===== src/rtl/patterned_line_pixel_generator_top_macros.svh =====
// Assertion helpers, clocked on clk and held off during rst
`ifndef PATTERNED_LINE_PIXEL_GENERATOR_TOP_MACROS_SVH
`define PATTERNED_LINE_PIXEL_GENERATOR_TOP_MACROS_SVH

// same-cycle implication
`define PLG_ASSERT_NOW(label, ante, cons, msg) \
  label: assert property (@(posedge clk) disable iff (rst) (ante) |-> (cons)) else $error(msg);

// next-cycle implication
`define PLG_ASSERT_NEXT(label, ante, cons, msg) \
  label: assert property (@(posedge clk) disable iff (rst) (ante) |=> (cons)) else $error(msg);

`endif


===== src/rtl/plgen_pkg.sv =====
`timescale 1ns / 1ps

package plgen_pkg;

  localparam int COORD_BITS   = 12;
  localparam int COLOR_BITS   = 16;
  localparam int PATTERN_BITS = 32;
  localparam int PANEL_BITS   = 11;
  localparam int ORIENT_BITS  = 2;
  localparam int SPAN_BITS    = COORD_BITS + 1;
  localparam int DEC_BITS     = COORD_BITS + 4;
  localparam int MAP_BITS     = COORD_BITS + 2;
  localparam int PIDX_BITS    = $clog2(PATTERN_BITS);
  localparam int CFG_IDX_BITS = 2;

  localparam logic [CFG_IDX_BITS-1:0] CFG_ORIENTATION  = 2'd0;
  localparam logic [CFG_IDX_BITS-1:0] CFG_PANEL_WIDTH  = 2'd1;
  localparam logic [CFG_IDX_BITS-1:0] CFG_PANEL_HEIGHT = 2'd2;

  localparam logic [ORIENT_BITS-1:0] ORIENT_0   = 2'd0;
  localparam logic [ORIENT_BITS-1:0] ORIENT_90  = 2'd1;
  localparam logic [ORIENT_BITS-1:0] ORIENT_180 = 2'd2;
  localparam logic [ORIENT_BITS-1:0] ORIENT_270 = 2'd3;

  localparam logic FUNC_START   = 1'b0;
  localparam logic FUNC_ADVANCE = 1'b1;

  localparam logic [ORIENT_BITS-1:0] ORIENT_RESET       = ORIENT_0;
  localparam logic [PANEL_BITS-1:0]  PANEL_WIDTH_RESET  = 11'd128;
  localparam logic [PANEL_BITS-1:0]  PANEL_HEIGHT_RESET = 11'd64;

  typedef struct packed {
    logic                          func;
    logic signed [COORD_BITS-1:0]  x_start;
    logic signed [COORD_BITS-1:0]  y_start;
    logic signed [COORD_BITS-1:0]  x_end;
    logic signed [COORD_BITS-1:0]  y_end;
    logic        [COLOR_BITS-1:0]  line_color;
    logic        [PATTERN_BITS-1:0] dash_pattern;
  } in_beat_t;

  typedef struct packed {
    logic                  produced;
    logic                  write_pixel;
    logic [PANEL_BITS-1:0] pixel_x;
    logic [PANEL_BITS-1:0] pixel_y;
    logic [COLOR_BITS-1:0] pixel_color;
    logic                  last;
  } out_beat_t;

endpackage


===== src/rtl/patterned_line_pixel_generator_top.sv =====
// The result beat is registered and appears in the cycle after its input beat is accepted.
// Throughput: 1 beat per cycle unless a stalled valid output raises in_stall; line state and
// the pixel mapping are combinational logic between the state registers and the output register.
// Reset (rst, synchronous): no line active, output empty, orientation 0,
// panel 128 x 64.
`timescale 1ns / 1ps
`include "patterned_line_pixel_generator_top_macros.svh"

module patterned_line_pixel_generator_top
  import plgen_pkg::*;
(
  input  logic                    clk,
  input  logic                    rst,
  input  logic                    cfg_write,
  input  logic [CFG_IDX_BITS-1:0] cfg_index,
  input  logic [PANEL_BITS-1:0]   cfg_data,
  input  logic                    in_valid,
  output logic                    in_stall,
  input  in_beat_t                in_data,
  output logic                    out_valid,
  input  logic                    out_stall,
  output out_beat_t               out_data
);

  localparam logic signed [COORD_BITS-1:0] ONE_C = COORD_BITS'(1);
  localparam logic signed [MAP_BITS-1:0]   ONE_M = MAP_BITS'(1);

  logic [ORIENT_BITS-1:0] orientation;
  logic [PANEL_BITS-1:0]  panel_width;
  logic [PANEL_BITS-1:0]  panel_height;

  logic                           active;
  logic signed [COORD_BITS-1:0]   cur_x, cur_y, target_x, target_y;
  logic signed [DEC_BITS-1:0]     decision;
  logic        [SPAN_BITS-1:0]    twice_abs_dx, twice_abs_dy;
  logic                           step_x_negative, step_y_negative, x_major;
  logic        [PATTERN_BITS-1:0] held_pattern;
  logic        [PIDX_BITS-1:0]    pattern_index;
  logic        [COLOR_BITS-1:0]   held_color;

  logic in_acc;
  logic is_start, is_adv;

  // start-side terms
  logic signed [SPAN_BITS-1:0]  dx, dy, ndx, ndy;
  logic        [COORD_BITS-1:0] adx, ady;
  logic        [SPAN_BITS-1:0]  tadx, tady;
  logic                         xmaj_start;
  logic signed [DEC_BITS-1:0]   dec_start;

  // advance-side terms
  logic                         draw, is_last, on_panel;
  logic signed [MAP_BITS-1:0]   cx, cy, wv, hv, px, py;
  logic signed [COORD_BITS-1:0] cur_x_step, cur_y_step;
  logic signed [DEC_BITS-1:0]   tdx_d, tdy_d, dec_minor, dec_next;
  logic                         minor_step;
  logic [PIDX_BITS-1:0]         pattern_index_next;

  out_beat_t res;

  assign in_stall = out_valid & out_stall;
  assign in_acc   = in_valid & ~in_stall;
  assign is_start = in_data.func == FUNC_START;
  assign is_adv   = in_data.func == FUNC_ADVANCE;

  always_ff @(posedge clk) begin
    if (rst) begin
      orientation  <= ORIENT_RESET;
      panel_width  <= PANEL_WIDTH_RESET;
      panel_height <= PANEL_HEIGHT_RESET;
    end else if (cfg_write) begin
      case (cfg_index)
        CFG_ORIENTATION:  orientation  <= cfg_data[ORIENT_BITS-1:0];
        CFG_PANEL_WIDTH:  panel_width  <= cfg_data;
        CFG_PANEL_HEIGHT: panel_height <= cfg_data;
        default: ;
      endcase
    end
  end

  always_comb begin
    dx   = SPAN_BITS'(in_data.x_end) - SPAN_BITS'(in_data.x_start);
    dy   = SPAN_BITS'(in_data.y_end) - SPAN_BITS'(in_data.y_start);
    ndx  = -dx;
    ndy  = -dy;
    adx  = dx[SPAN_BITS-1] ? ndx[COORD_BITS-1:0] : dx[COORD_BITS-1:0];
    ady  = dy[SPAN_BITS-1] ? ndy[COORD_BITS-1:0] : dy[COORD_BITS-1:0];
    tadx = {adx, 1'b0};
    tady = {ady, 1'b0};
    xmaj_start = tadx > tady;
    if (xmaj_start) begin
      dec_start = signed'(DEC_BITS'(tady)) - signed'(DEC_BITS'(adx));
    end else begin
      dec_start = signed'(DEC_BITS'(tadx)) - signed'(DEC_BITS'(ady));
    end
  end

  always_comb begin
    draw    = held_pattern[pattern_index];
    is_last = x_major ? (cur_x == target_x) : (cur_y == target_y);
    cx = MAP_BITS'(cur_x);
    cy = MAP_BITS'(cur_y);
    wv = signed'(MAP_BITS'(panel_width));
    hv = signed'(MAP_BITS'(panel_height));
    case (orientation)
      ORIENT_0: begin
        px = cx;
        py = cy;
      end
      ORIENT_90: begin
        px = wv - cy - ONE_M;
        py = cx;
      end
      ORIENT_180: begin
        px = wv - cx - ONE_M;
        py = hv - cy - ONE_M;
      end
      default: begin
        px = cy;
        py = hv - cx - ONE_M;
      end
    endcase
    on_panel = (px >= 0) && (py >= 0) && (px < wv) && (py < hv);

    cur_x_step = step_x_negative ? cur_x - ONE_C : cur_x + ONE_C;
    cur_y_step = step_y_negative ? cur_y - ONE_C : cur_y + ONE_C;
    tdx_d      = signed'(DEC_BITS'(twice_abs_dx));
    tdy_d      = signed'(DEC_BITS'(twice_abs_dy));
    minor_step = decision >= 0;
    if (x_major) begin
      dec_minor = minor_step ? decision - tdx_d : decision;
      dec_next  = dec_minor + tdy_d;
    end else begin
      dec_minor = minor_step ? decision - tdy_d : decision;
      dec_next  = dec_minor + tdx_d;
    end

    if (pattern_index == PIDX_BITS'(PATTERN_BITS - 1)) begin
      pattern_index_next = '0;
    end else begin
      pattern_index_next = pattern_index + PIDX_BITS'(1);
    end

    res = '0;
    if (is_adv && active) begin
      res.produced = 1'b1;
      res.last     = is_last;
      if (draw && on_panel) begin
        res.write_pixel = 1'b1;
        res.pixel_x     = px[PANEL_BITS-1:0];
        res.pixel_y     = py[PANEL_BITS-1:0];
        res.pixel_color = held_color;
      end
    end
  end

  always_ff @(posedge clk) begin
    if (rst) begin
      active          <= 1'b0;
      cur_x           <= '0;
      cur_y           <= '0;
      target_x        <= '0;
      target_y        <= '0;
      decision        <= '0;
      twice_abs_dx    <= '0;
      twice_abs_dy    <= '0;
      step_x_negative <= 1'b0;
      step_y_negative <= 1'b0;
      x_major         <= 1'b0;
      held_pattern    <= '0;
      pattern_index   <= '0;
      held_color      <= '0;
    end else if (in_acc) begin
      if (is_start) begin
        active          <= 1'b1;
        cur_x           <= in_data.x_start;
        cur_y           <= in_data.y_start;
        target_x        <= in_data.x_end;
        target_y        <= in_data.y_end;
        decision        <= dec_start;
        twice_abs_dx    <= tadx;
        twice_abs_dy    <= tady;
        step_x_negative <= dx[SPAN_BITS-1];
        step_y_negative <= dy[SPAN_BITS-1];
        x_major         <= xmaj_start;
        held_pattern    <= in_data.dash_pattern;
        pattern_index   <= '0;
        held_color      <= in_data.line_color;
      end else if (active) begin
        pattern_index <= pattern_index_next;
        if (is_last) begin
          active <= 1'b0;
        end else begin
          decision <= dec_next;
          if (x_major) begin
            cur_x <= cur_x_step;
            if (minor_step) begin
              cur_y <= cur_y_step;
            end
          end else begin
            cur_y <= cur_y_step;
            if (minor_step) begin
              cur_x <= cur_x_step;
            end
          end
        end
      end
    end
  end

  always_ff @(posedge clk) begin
    if (rst) begin
      out_valid <= 1'b0;
    end else if (in_acc) begin
      out_valid <= 1'b1;
    end else if (!out_stall) begin
      out_valid <= 1'b0;
    end
  end

  always_ff @(posedge clk) begin
    if (in_acc) begin
      out_data <= res;
    end
  end

  `PLG_ASSERT_NOW(a_write_needs_point, out_valid && out_data.write_pixel, out_data.produced, "pixel write without a produced point")
  `PLG_ASSERT_NOW(a_idle_result_clear, out_valid && !out_data.produced, !out_data.last && !out_data.write_pixel, "idle result carries flags")
  `PLG_ASSERT_NEXT(a_start_arms_line, in_acc && is_start, active && pattern_index == '0, "start beat did not arm the line")
  `PLG_ASSERT_NEXT(a_end_drops_line, in_acc && is_adv && active && is_last, !active && out_valid && out_data.last, "end point did not close the line")

endmodule

===== config.mk =====
export PLATFORM = sky130hd
export DESIGN_NAME = patterned_line_pixel_generator_top
export DESIGN_NICKNAME = d
export VERILOG_FILES = /design/src/rtl/plgen_pkg.sv /design/src/rtl/patterned_line_pixel_generator_top.sv
export VERILOG_INCLUDE_DIRS = /design/src /design/src/rtl
export SDC_FILE = /design/constraint.sdc
export NUM_CORES = 1
export LEC_CHECK = 0
export ABC_AREA = 1
export BUFFER_PORTS_ARGS = -buffer_cell sky130_fd_sc_hd__buf_2
export CAP_MARGIN = 20
export CELL_PAD_IN_SITES_DETAIL_PLACEMENT = 1
export CELL_PAD_IN_SITES_GLOBAL_PLACEMENT = 1
export CORE_MARGIN = 1.5
export CORE_UTILIZATION = 40
export CTS_CLUSTER_SIZE = 20
export DETAILED_ROUTE_END_ITERATION = 10
export GPL_TIMING_DRIVEN = 0
export MAX_ROUTING_LAYER = met4
export PLACE_DENSITY = 0.79
export SETUP_SLACK_MARGIN = 0.4
export SLEW_MARGIN = 20
export SYNTH_ARGS = -nofsm -noshare
export SYNTH_HDL_FRONTEND = slang
export SYNTH_SLANG_ARGS = --single-unit

===== constraint.sdc =====
create_clock -name clk -period 4.2 [get_ports clk]
set_input_delay 0.21 -clock clk [delete_from_list [all_inputs] [get_ports clk]]
set_output_delay 0.21 -clock clk [all_outputs]
set_load 0.02 [all_outputs]

Word-level counts from Yosys, hierarchy flattened
Index checks and enable logic that the tools add are counted.

storage, ports and cells
  register bits after elaboration = 211
  input port bits = 115
  logic and storage cells = 122

cells by class
  $add $sub $neg = 23
  order comparisons = 7
  equal/unequal tests = 12
  multiplexer cells = 36
  bitwise operators = 4
  reductions and logical operators = 16

operators with widths
  cell                                                                 number
  two-way mux 12 bit                                                   14
  two-way mux 16 bit                                                   7
  case mux 14 bit (3 select lines)                                     2
  subtractor 12 x 12 -> 13 bit                                         6
  subtractor 13 x 2 -> 14 bit (second input constant)                  4
  two-way mux 41 bit                                                   1
  two-way mux 39 bit                                                   1
  adder 16 x 14 -> 16 bit                                              2
  subtractor 16 x 14 -> 16 bit                                         2
  greater-or-equal comparator 14 x 1 -> 1 bit (second input constant)  2
  less-than comparator 14 x 12 -> 1 bit                                2
  subtractor 13 x 12 -> 14 bit                                         2
  adder 12 x 2 -> 12 bit (second input constant)                       2
  == test 12 bit                                                       2
  negator 12 bit                                                       2
  subtractor 12 x 2 -> 12 bit (second input constant)                  2
  greater-or-equal comparator 16 x 1 -> 1 bit (second input constant)  1
  two-way mux 5 bit                                                    3
  > comparator 13 bit                                                  1
  AND reduction 2 bit                                                  6
  AND reduction 4 bit                                                  2
  two-way mux 1 bit                                                    7
  less-than comparator 5 x 6 -> 1 bit (second input constant)          1
  adder 5 x 1 -> 5 bit (second input constant)                         1
  other kinds (13)                                                     23

Logic depth before layout (Yosys ltp)
  depth after elaboration = 10
  gate-level depth with buffers = 38
  mapped depth without buffers = 36

Least setup slack after synthesis
No wires, ideal clock.

  kind = reg-to-reg
  start = register out_valid
  end = register cur_x[9]
  setup time = 0.070 ns
  arrival time = 4.037 ns
  path slack = 0.093 ns
  cell stages (with the launch flop) = 15
  cells stage by stage = dfxtp_1 -> nand2_1 -> inv_1 -> nor2_1 -> inv_1 -> nor2_1 -> nor2_1 -> inv_1 -> nand2_1 -> inv_1 -> nand2_1 -> inv_1 -> clkbuf_1 -> o21ai_0 -> a21oi_1

between the ends
  cells in the longest elaborated chain, start to end = 4

ends and longest elaborated chain
  item                                  line                                       text
  start, declared                       patterned_line_pixel_generator_top.sv:20   output logic out_valid,
  start signal, assigned                patterned_line_pixel_generator_top.sv:213  out_valid <= 1'b0;
  start signal, assigned                patterned_line_pixel_generator_top.sv:215  out_valid <= 1'b1;
  start signal, assigned                patterned_line_pixel_generator_top.sv:217  out_valid <= 1'b0;
  AND 1 bit                             patterned_line_pixel_generator_top.sv:61   assign in_stall = out_valid & out_stall;
  net in_stall                          patterned_line_pixel_generator_top.sv:18   output logic in_stall,
  inverter 1 bit                        patterned_line_pixel_generator_top.sv:62   assign in_acc = in_valid & ~in_stall;
  AND 1 bit                             patterned_line_pixel_generator_top.sv:62
  net in_acc                            patterned_line_pixel_generator_top.sv:41   logic in_acc;
  AND reduction 4 bit (no source line)  -
  end signal, assigned                  patterned_line_pixel_generator_top.sv:176  cur_x <= in_data.x_start;
  end signal, assigned                  patterned_line_pixel_generator_top.sv:196  cur_x <= cur_x_step;
  end signal, assigned                  patterned_line_pixel_generator_top.sv:203  cur_x <= cur_x_step;
  end, declared                         patterned_line_pixel_generator_top.sv:33   logic signed [COORD_BITS-1:0] cur_x, cur_y, target_x, target_y;

The timed path passes the listed nets, and every way through them passes these cells.
A chain may end at the register's enable or synchronous reset.

Worst setup path after layout
  start = register cur_x[2]
  end = register out_data[16] (netlist name), data pin

between the ends
  cells in the longest elaborated chain, start to end = 9
  elaborated cells between the ends (all ways) = 15
  those cells by class = 4 x add/sub; 4 x order compare; 2 x mux; 5 x reduce/logical

ends and longest elaborated chain
  item                                         line                                       text
  subtractor 12 x 12 -> 13 bit (*)             patterned_line_pixel_generator_top.sv:120  py = hv - cx - ONE_M;
  subtractor 13 x 2 -> 14 bit (*)              patterned_line_pixel_generator_top.sv:120
  case mux 14 bit (3 select lines) (*)         patterned_line_pixel_generator_top.sv:105  case (orientation)
  net py[7]                                    patterned_line_pixel_generator_top.sv:53   logic signed [MAP_BITS-1:0] cx, cy, wv, hv, px, py;
  greater-or-equal comparator 14 x 1 -> 1 bit  patterned_line_pixel_generator_top.sv:123  on_panel = (px >= 0) && (py >= 0) && (px < wv) && (py < hv);
  logical AND 1 bit (2 in series)              patterned_line_pixel_generator_top.sv:123
  logical AND 1 bit (*)                        patterned_line_pixel_generator_top.sv:123
  logical AND 1 bit (*)                        patterned_line_pixel_generator_top.sv:148  if (draw && on_panel) begin
  AND reduction 2 bit (no source line) (*)     -
  end signal, assigned                         patterned_line_pixel_generator_top.sv:223  out_data <= res;
  end, declared                                patterned_line_pixel_generator_top.sv:22   output out_beat_t out_data

The timed path passes the listed nets; every way through them passes the cells marked *.

==> flow_metrics.tcl <==
set metrics [dict create \
    die_height_um 217 \
    post-dp-hpwl_um 59800 \
    logic_gate_share_of_total_power_pct 59.0 \
    intPower_mw 6.18 \
    cts_tree "yes" \
    whs_endpoint "held_color[2]" \
    globalRoute.busiestLayer "met2" \
    port-buffer-count 155 \
    area_of_the_die_um2 47000 \
    floorplan.core_area_um2 45300 \
    flow.area_growth_from_synthesis_pct 32.1 \
    grt_start_max_net_pins 24 \
    path_clk_slew_ns 0.06 \
    dr_total_vias 21200 \
    diodes_inserted 0 \
    rows 78 \
    synth_nets 3078 \
    power_switching_mw 5.33 \
    finalWirelength_um 83200 \
    power.share.switching_pct 46.3 \
    drt-wirelength-per-cell_um 22.2 \
    clock_sink_count 210 \
    powerDensity_nw_per_um2 476 \
    grt_use_total_pct 34.0 \
    rsz0062_at_grt "yes" \
    layout_worst_path_cycle_share_pct 97.1 \
    worstSkewPairLatency_ns 0.57 \
    worst-r2r-setup-slack_ns 0.12 \
    drtIter0Drc 1408 \
    vias_per_cell 5.65 \
    avgSynthCellArea_um2 6.63 \
    hold_depth 3 \
    ir_drop_mv 0.490 \
    timing.hold.worst.class "primary input to register" \
    chipWidth_um 217 \
    fin_skew_ns 0.0171 \
    leakage_nw 11.3 \
    critPathKind "register to register" \
    synth_async_sr_flop_share_pct 0 \
    worst_r2r_path_depth 25 \
    syn-instance-count 2761 \
    globalRouteMet3Util_pct 3.41 \
    post-route-drc-count 0 \
    synth.ff_latch_count 210 \
    synth_cell_type_count 61 \
    timing.fmax_ghz 0.245 \
    report.power.total_mw 11.5 \
    cts_made_buffers 26 \
    place.gp.congestion 1.03 \
    timing.max_slew.rel_slack_pct 27.9 \
    count_of_flip_flops_with_a_built_in_enable_after_synthesis 41 \
    crit_path_end_kind "register" \
    timing.critical_path.fanout_max 6 \
    slew_violations 0 \
    final_hold_vios 0 \
    fraction_of_layout_cells_with_a_size_suffix_above_1_pct 23.9 \
    worst_r2r_startpoint "cur_x[2]" \
    fin_crit_ns 4.08 \
    cts.root.buffer_cell "sky130_fd_sc_hd__clkbuf_16" \
    clock_power_share_pct 20.2 \
    cts.htree.levels 1 \
    synth_ff_type "sky130_fd_sc_hd__dfxtp_1" \
    worst_ep_required_time_ns 4.62 \
    setup_viol 0 \
    grt_first_pass_wirelength_um 121000 \
    vias_in_the_first_global_route 21800 \
    postRouteAntennaNets 0 \
    tightestPinTransition_ns 1.08 \
    maxCapViolations 0 \
    critical_path.reg2reg.endpoint "out_data[16]" \
    outcome "complete, no violations" \
    antenna_violations_before_repair 0 \
    design.final.nets 3447 \
    fin_setup_tns_ns 0 \
    grt_overflow 0 \
    post_synth_instance_area_um2 18300 \
    p_seq_share_pct 20.8 \
    holdCritStartpoint "in_data[34]" \
    grt.met1_usage_pct 37.8 \
    io_pins 158 \
    timing.critical_path.from_type "register" \
    drt_first_pass_iters 5 \
    count_of_warnings_emitted_by_yosys 0 \
    synth_sequential_area_ratio_pct 25.2 \
    clk_path_buf_depth 3 \
    initial_utilization_pct 40.4 \
    data_arrival_time_of_the_worst_path_ns 4.50 \
    grtUsageMet2_pct 60.2 \
]
worst max-delay path by stage:
stage,from,to,slack (ns)
finish,cur_x[2],out_data[16],0.12
global route,cur_y[4],out_data[16],-0.05
CTS,cur_y[0],out_data[35],0.14
detailed placement,cur_y[0],out_data[35],-0.74
global placement,out_stall,cur_y[9],-0.68
floorplan,in_data[60],decision[5],0.40
routing by layer:
metal | wire (um) | share of wire [%] | up-vias
li1 | - | - | 9911
met1 | 32200 | 39 | 10300
met2 | 41600 | 50 | 655
met3 | 3700 | 4.4 | 291
met4 | 5730 | 6.9 | 0
met5 | 0 | 0 | -
timing repair:
item / CTS / global route
buffers inserted: 48 / 51
gates cloned: 3 / 0
gates resized for setup: 201 / 298
pin swaps: 32 / 128
setup endpoints to repair: 55 / 68
hold buffers: 82 / 0
hold endpoints to repair: 85 / 0
critical path, stage by stage (launching register included):
cell,delay (ns)
sky130_fd_sc_hd__dfxtp_2,0.38
sky130_fd_sc_hd__inv_2,0.10
sky130_fd_sc_hd__ha_4,0.30
sky130_fd_sc_hd__nand3_1,0.08
sky130_fd_sc_hd__nand2_1,0.12
sky130_fd_sc_hd__a21oi_2,0.10
sky130_fd_sc_hd__nor2_1,0.15
sky130_fd_sc_hd__nor2_1,0.08
sky130_fd_sc_hd__o21ai_0,0.22
sky130_fd_sc_hd__nand2_1,0.11
sky130_fd_sc_hd__nand2_1,0.10
sky130_fd_sc_hd__inv_1,0.06
sky130_fd_sc_hd__or2_2,0.28
sky130_fd_sc_hd__a32oi_2,0.21
sky130_fd_sc_hd__ha_1,0.28
sky130_fd_sc_hd__a21oi_1,0.15
sky130_fd_sc_hd__nor2_1,0.06
sky130_fd_sc_hd__a211oi_1,0.18
sky130_fd_sc_hd__nand2_1,0.13
sky130_fd_sc_hd__nand2_1,0.09
sky130_fd_sc_hd__nand3_1,0.08
sky130_fd_sc_hd__nor2_1,0.13
sky130_fd_sc_hd__nand2_2,0.14
sky130_fd_sc_hd__buf_8,0.18
sky130_fd_sc_hd__buf_16,0.15
sky130_fd_sc_hd__nor2_1,0.10
cells in the mapped netlist, types with 3 or more instances:
| master | n | share of area, % |
|---|---|---|
| sky130_fd_sc_hd__a21o_1 | 5 | 0.21 |
| sky130_fd_sc_hd__o21ai_0 | 304 | 8.3 |
| sky130_fd_sc_hd__nand2_1 | 494 | 10 |
| sky130_fd_sc_hd__nor2_2 | 7 | 0.24 |
| sky130_fd_sc_hd__o221ai_1 | 9 | 0.43 |
| sky130_fd_sc_hd__nand4_1 | 15 | 0.51 |
| sky130_fd_sc_hd__a31o_2 | 4 | 0.19 |
| sky130_fd_sc_hd__inv_1 | 430 | 8.8 |
| sky130_fd_sc_hd__fa_1 | 14 | 1.5 |
| sky130_fd_sc_hd__o31ai_1 | 4 | 0.16 |
| sky130_fd_sc_hd__nand2_4 | 6 | 0.37 |
| sky130_fd_sc_hd__ha_1 | 188 | 13 |
| sky130_fd_sc_hd__nand3_1 | 136 | 3.7 |
| sky130_fd_sc_hd__nand3b_1 | 3 | 0.12 |
| sky130_fd_sc_hd__dfxtp_1 | 169 | 18 |
| sky130_fd_sc_hd__or2_2 | 13 | 0.44 |
| sky130_fd_sc_hd__nand3_2 | 5 | 0.27 |
| sky130_fd_sc_hd__clkbuf_1 | 73 | 1.5 |
| sky130_fd_sc_hd__nor3_1 | 29 | 0.79 |
| sky130_fd_sc_hd__xnor2_1 | 19 | 0.91 |
| sky130_fd_sc_hd__nor2_1 | 245 | 5.0 |
| sky130_fd_sc_hd__inv_2 | 7 | 0.14 |
| sky130_fd_sc_hd__nand2_2 | 25 | 0.85 |
| sky130_fd_sc_hd__buf_2 | 10 | 0.27 |
| sky130_fd_sc_hd__edfxtp_1 | 41 | 6.7 |
| sky130_fd_sc_hd__a31oi_1 | 11 | 0.38 |
| sky130_fd_sc_hd__o21bai_1 | 13 | 0.53 |
| sky130_fd_sc_hd__o21a_1 | 8 | 0.33 |
| sky130_fd_sc_hd__a21oi_1 | 324 | 8.9 |
| sky130_fd_sc_hd__xor2_1 | 54 | 2.6 |
| sky130_fd_sc_hd__buf_1 | 3 | 0.062 |
| sky130_fd_sc_hd__o22ai_1 | 6 | 0.21 |
| sky130_fd_sc_hd__a21oi_2 | 3 | 0.14 |
| sky130_fd_sc_hd__and2_1 | 5 | 0.17 |
| sky130_fd_sc_hd__o2111ai_1 | 10 | 0.48 |
| sky130_fd_sc_hd__o21ai_1 | 3 | 0.082 |
| sky130_fd_sc_hd__o211ai_1 | 14 | 0.57 |
| sky130_fd_sc_hd__buf_6 | 3 | 0.18 |
| sky130_fd_sc_hd__a221oi_1 | 7 | 0.34 |
| sky130_fd_sc_hd__a211oi_1 | 14 | 0.57 |
kinds of logic (layout without fill, tap and decap cells):
kind of cell	count (synthesis)	after routing	share of synthesized area, %
AOI/OAI and AO/OA	754	754	22.6
xor gates and xnor gates	73	73	3.50
adders and majority gates	202	202	14.4
buffers and inverters	531	920	11.3
DFF	210	210	25.2
and+or+nand+nor	991	991	23.1
per-stage QoR:
stage                     setup slack [ns]  utilization, %  instance area (um^2)  hold WS [ns]  cells
final                                0.122            53.3                 24200        0.0169   3750
after global routing               -0.0545            53.3                 24200        0.0498   3750
after CTS                            0.144            50.0                 22600       0.00886   3699
after detailed placement            -0.741            43.9                 19900         0.448   3518
after global placement              -0.676            43.8                 19800         0.441   3516
after floorplan                      0.402               -                 18300         0.340   2761
flip-flops by register name, summed over array words and instances (netlist names), 5 cells and up:
signal	flops
out_data	41
target_x	12
target_y	12
decision	15
twice_abs_dx	12
cur_y	12
held_color	16
panel_height	11
panel_width	11
cur_x	12
held_pattern	32
pattern_index	5
twice_abs_dy	12
cells in the final DEF, fill, tap and decap left out, types with 87 or more instances in the layout:
cell type                   n
sky130_fd_sc_hd__buf_4     87
sky130_fd_sc_hd__dfxtp_1  140
sky130_fd_sc_hd__a21oi_1  287
sky130_fd_sc_hd__nand2_1  444
sky130_fd_sc_hd__o21ai_0  263
sky130_fd_sc_hd__nor2_1   201
sky130_fd_sc_hd__ha_1     143
sky130_fd_sc_hd__buf_2    162
sky130_fd_sc_hd__nand3_1  102
sky130_fd_sc_hd__inv_1    384
cell type report:
type                            instances  area (um^2)
Tap cell                              600          751
Clock inverter                         10          126
Fill cell                            5849        21100
Buffer                                 91          485
Inverter                              440         1690
Clock buffer                           38          726
Sequential cell                       210         4670
Multi-Input combinational cell       2020        13200
Timing Repair Buffer                  341         2510
power groups by stage:
stage / Combinational (mW) / Clock, mW / Sequential [mW]
finish: 6.79 / 2.32 / 2.40
CTS: 5.39 / 2.33 / 2.38
detailed placement: 4.89 / 0 / 2.42
floorplan: 3.56 / 0 / 2.36
global route: 7.37 / 2.42 / 2.41
global placement: 4.68 / 0 / 2.41
Note: power is estimated with default switching activity, not from simulation.
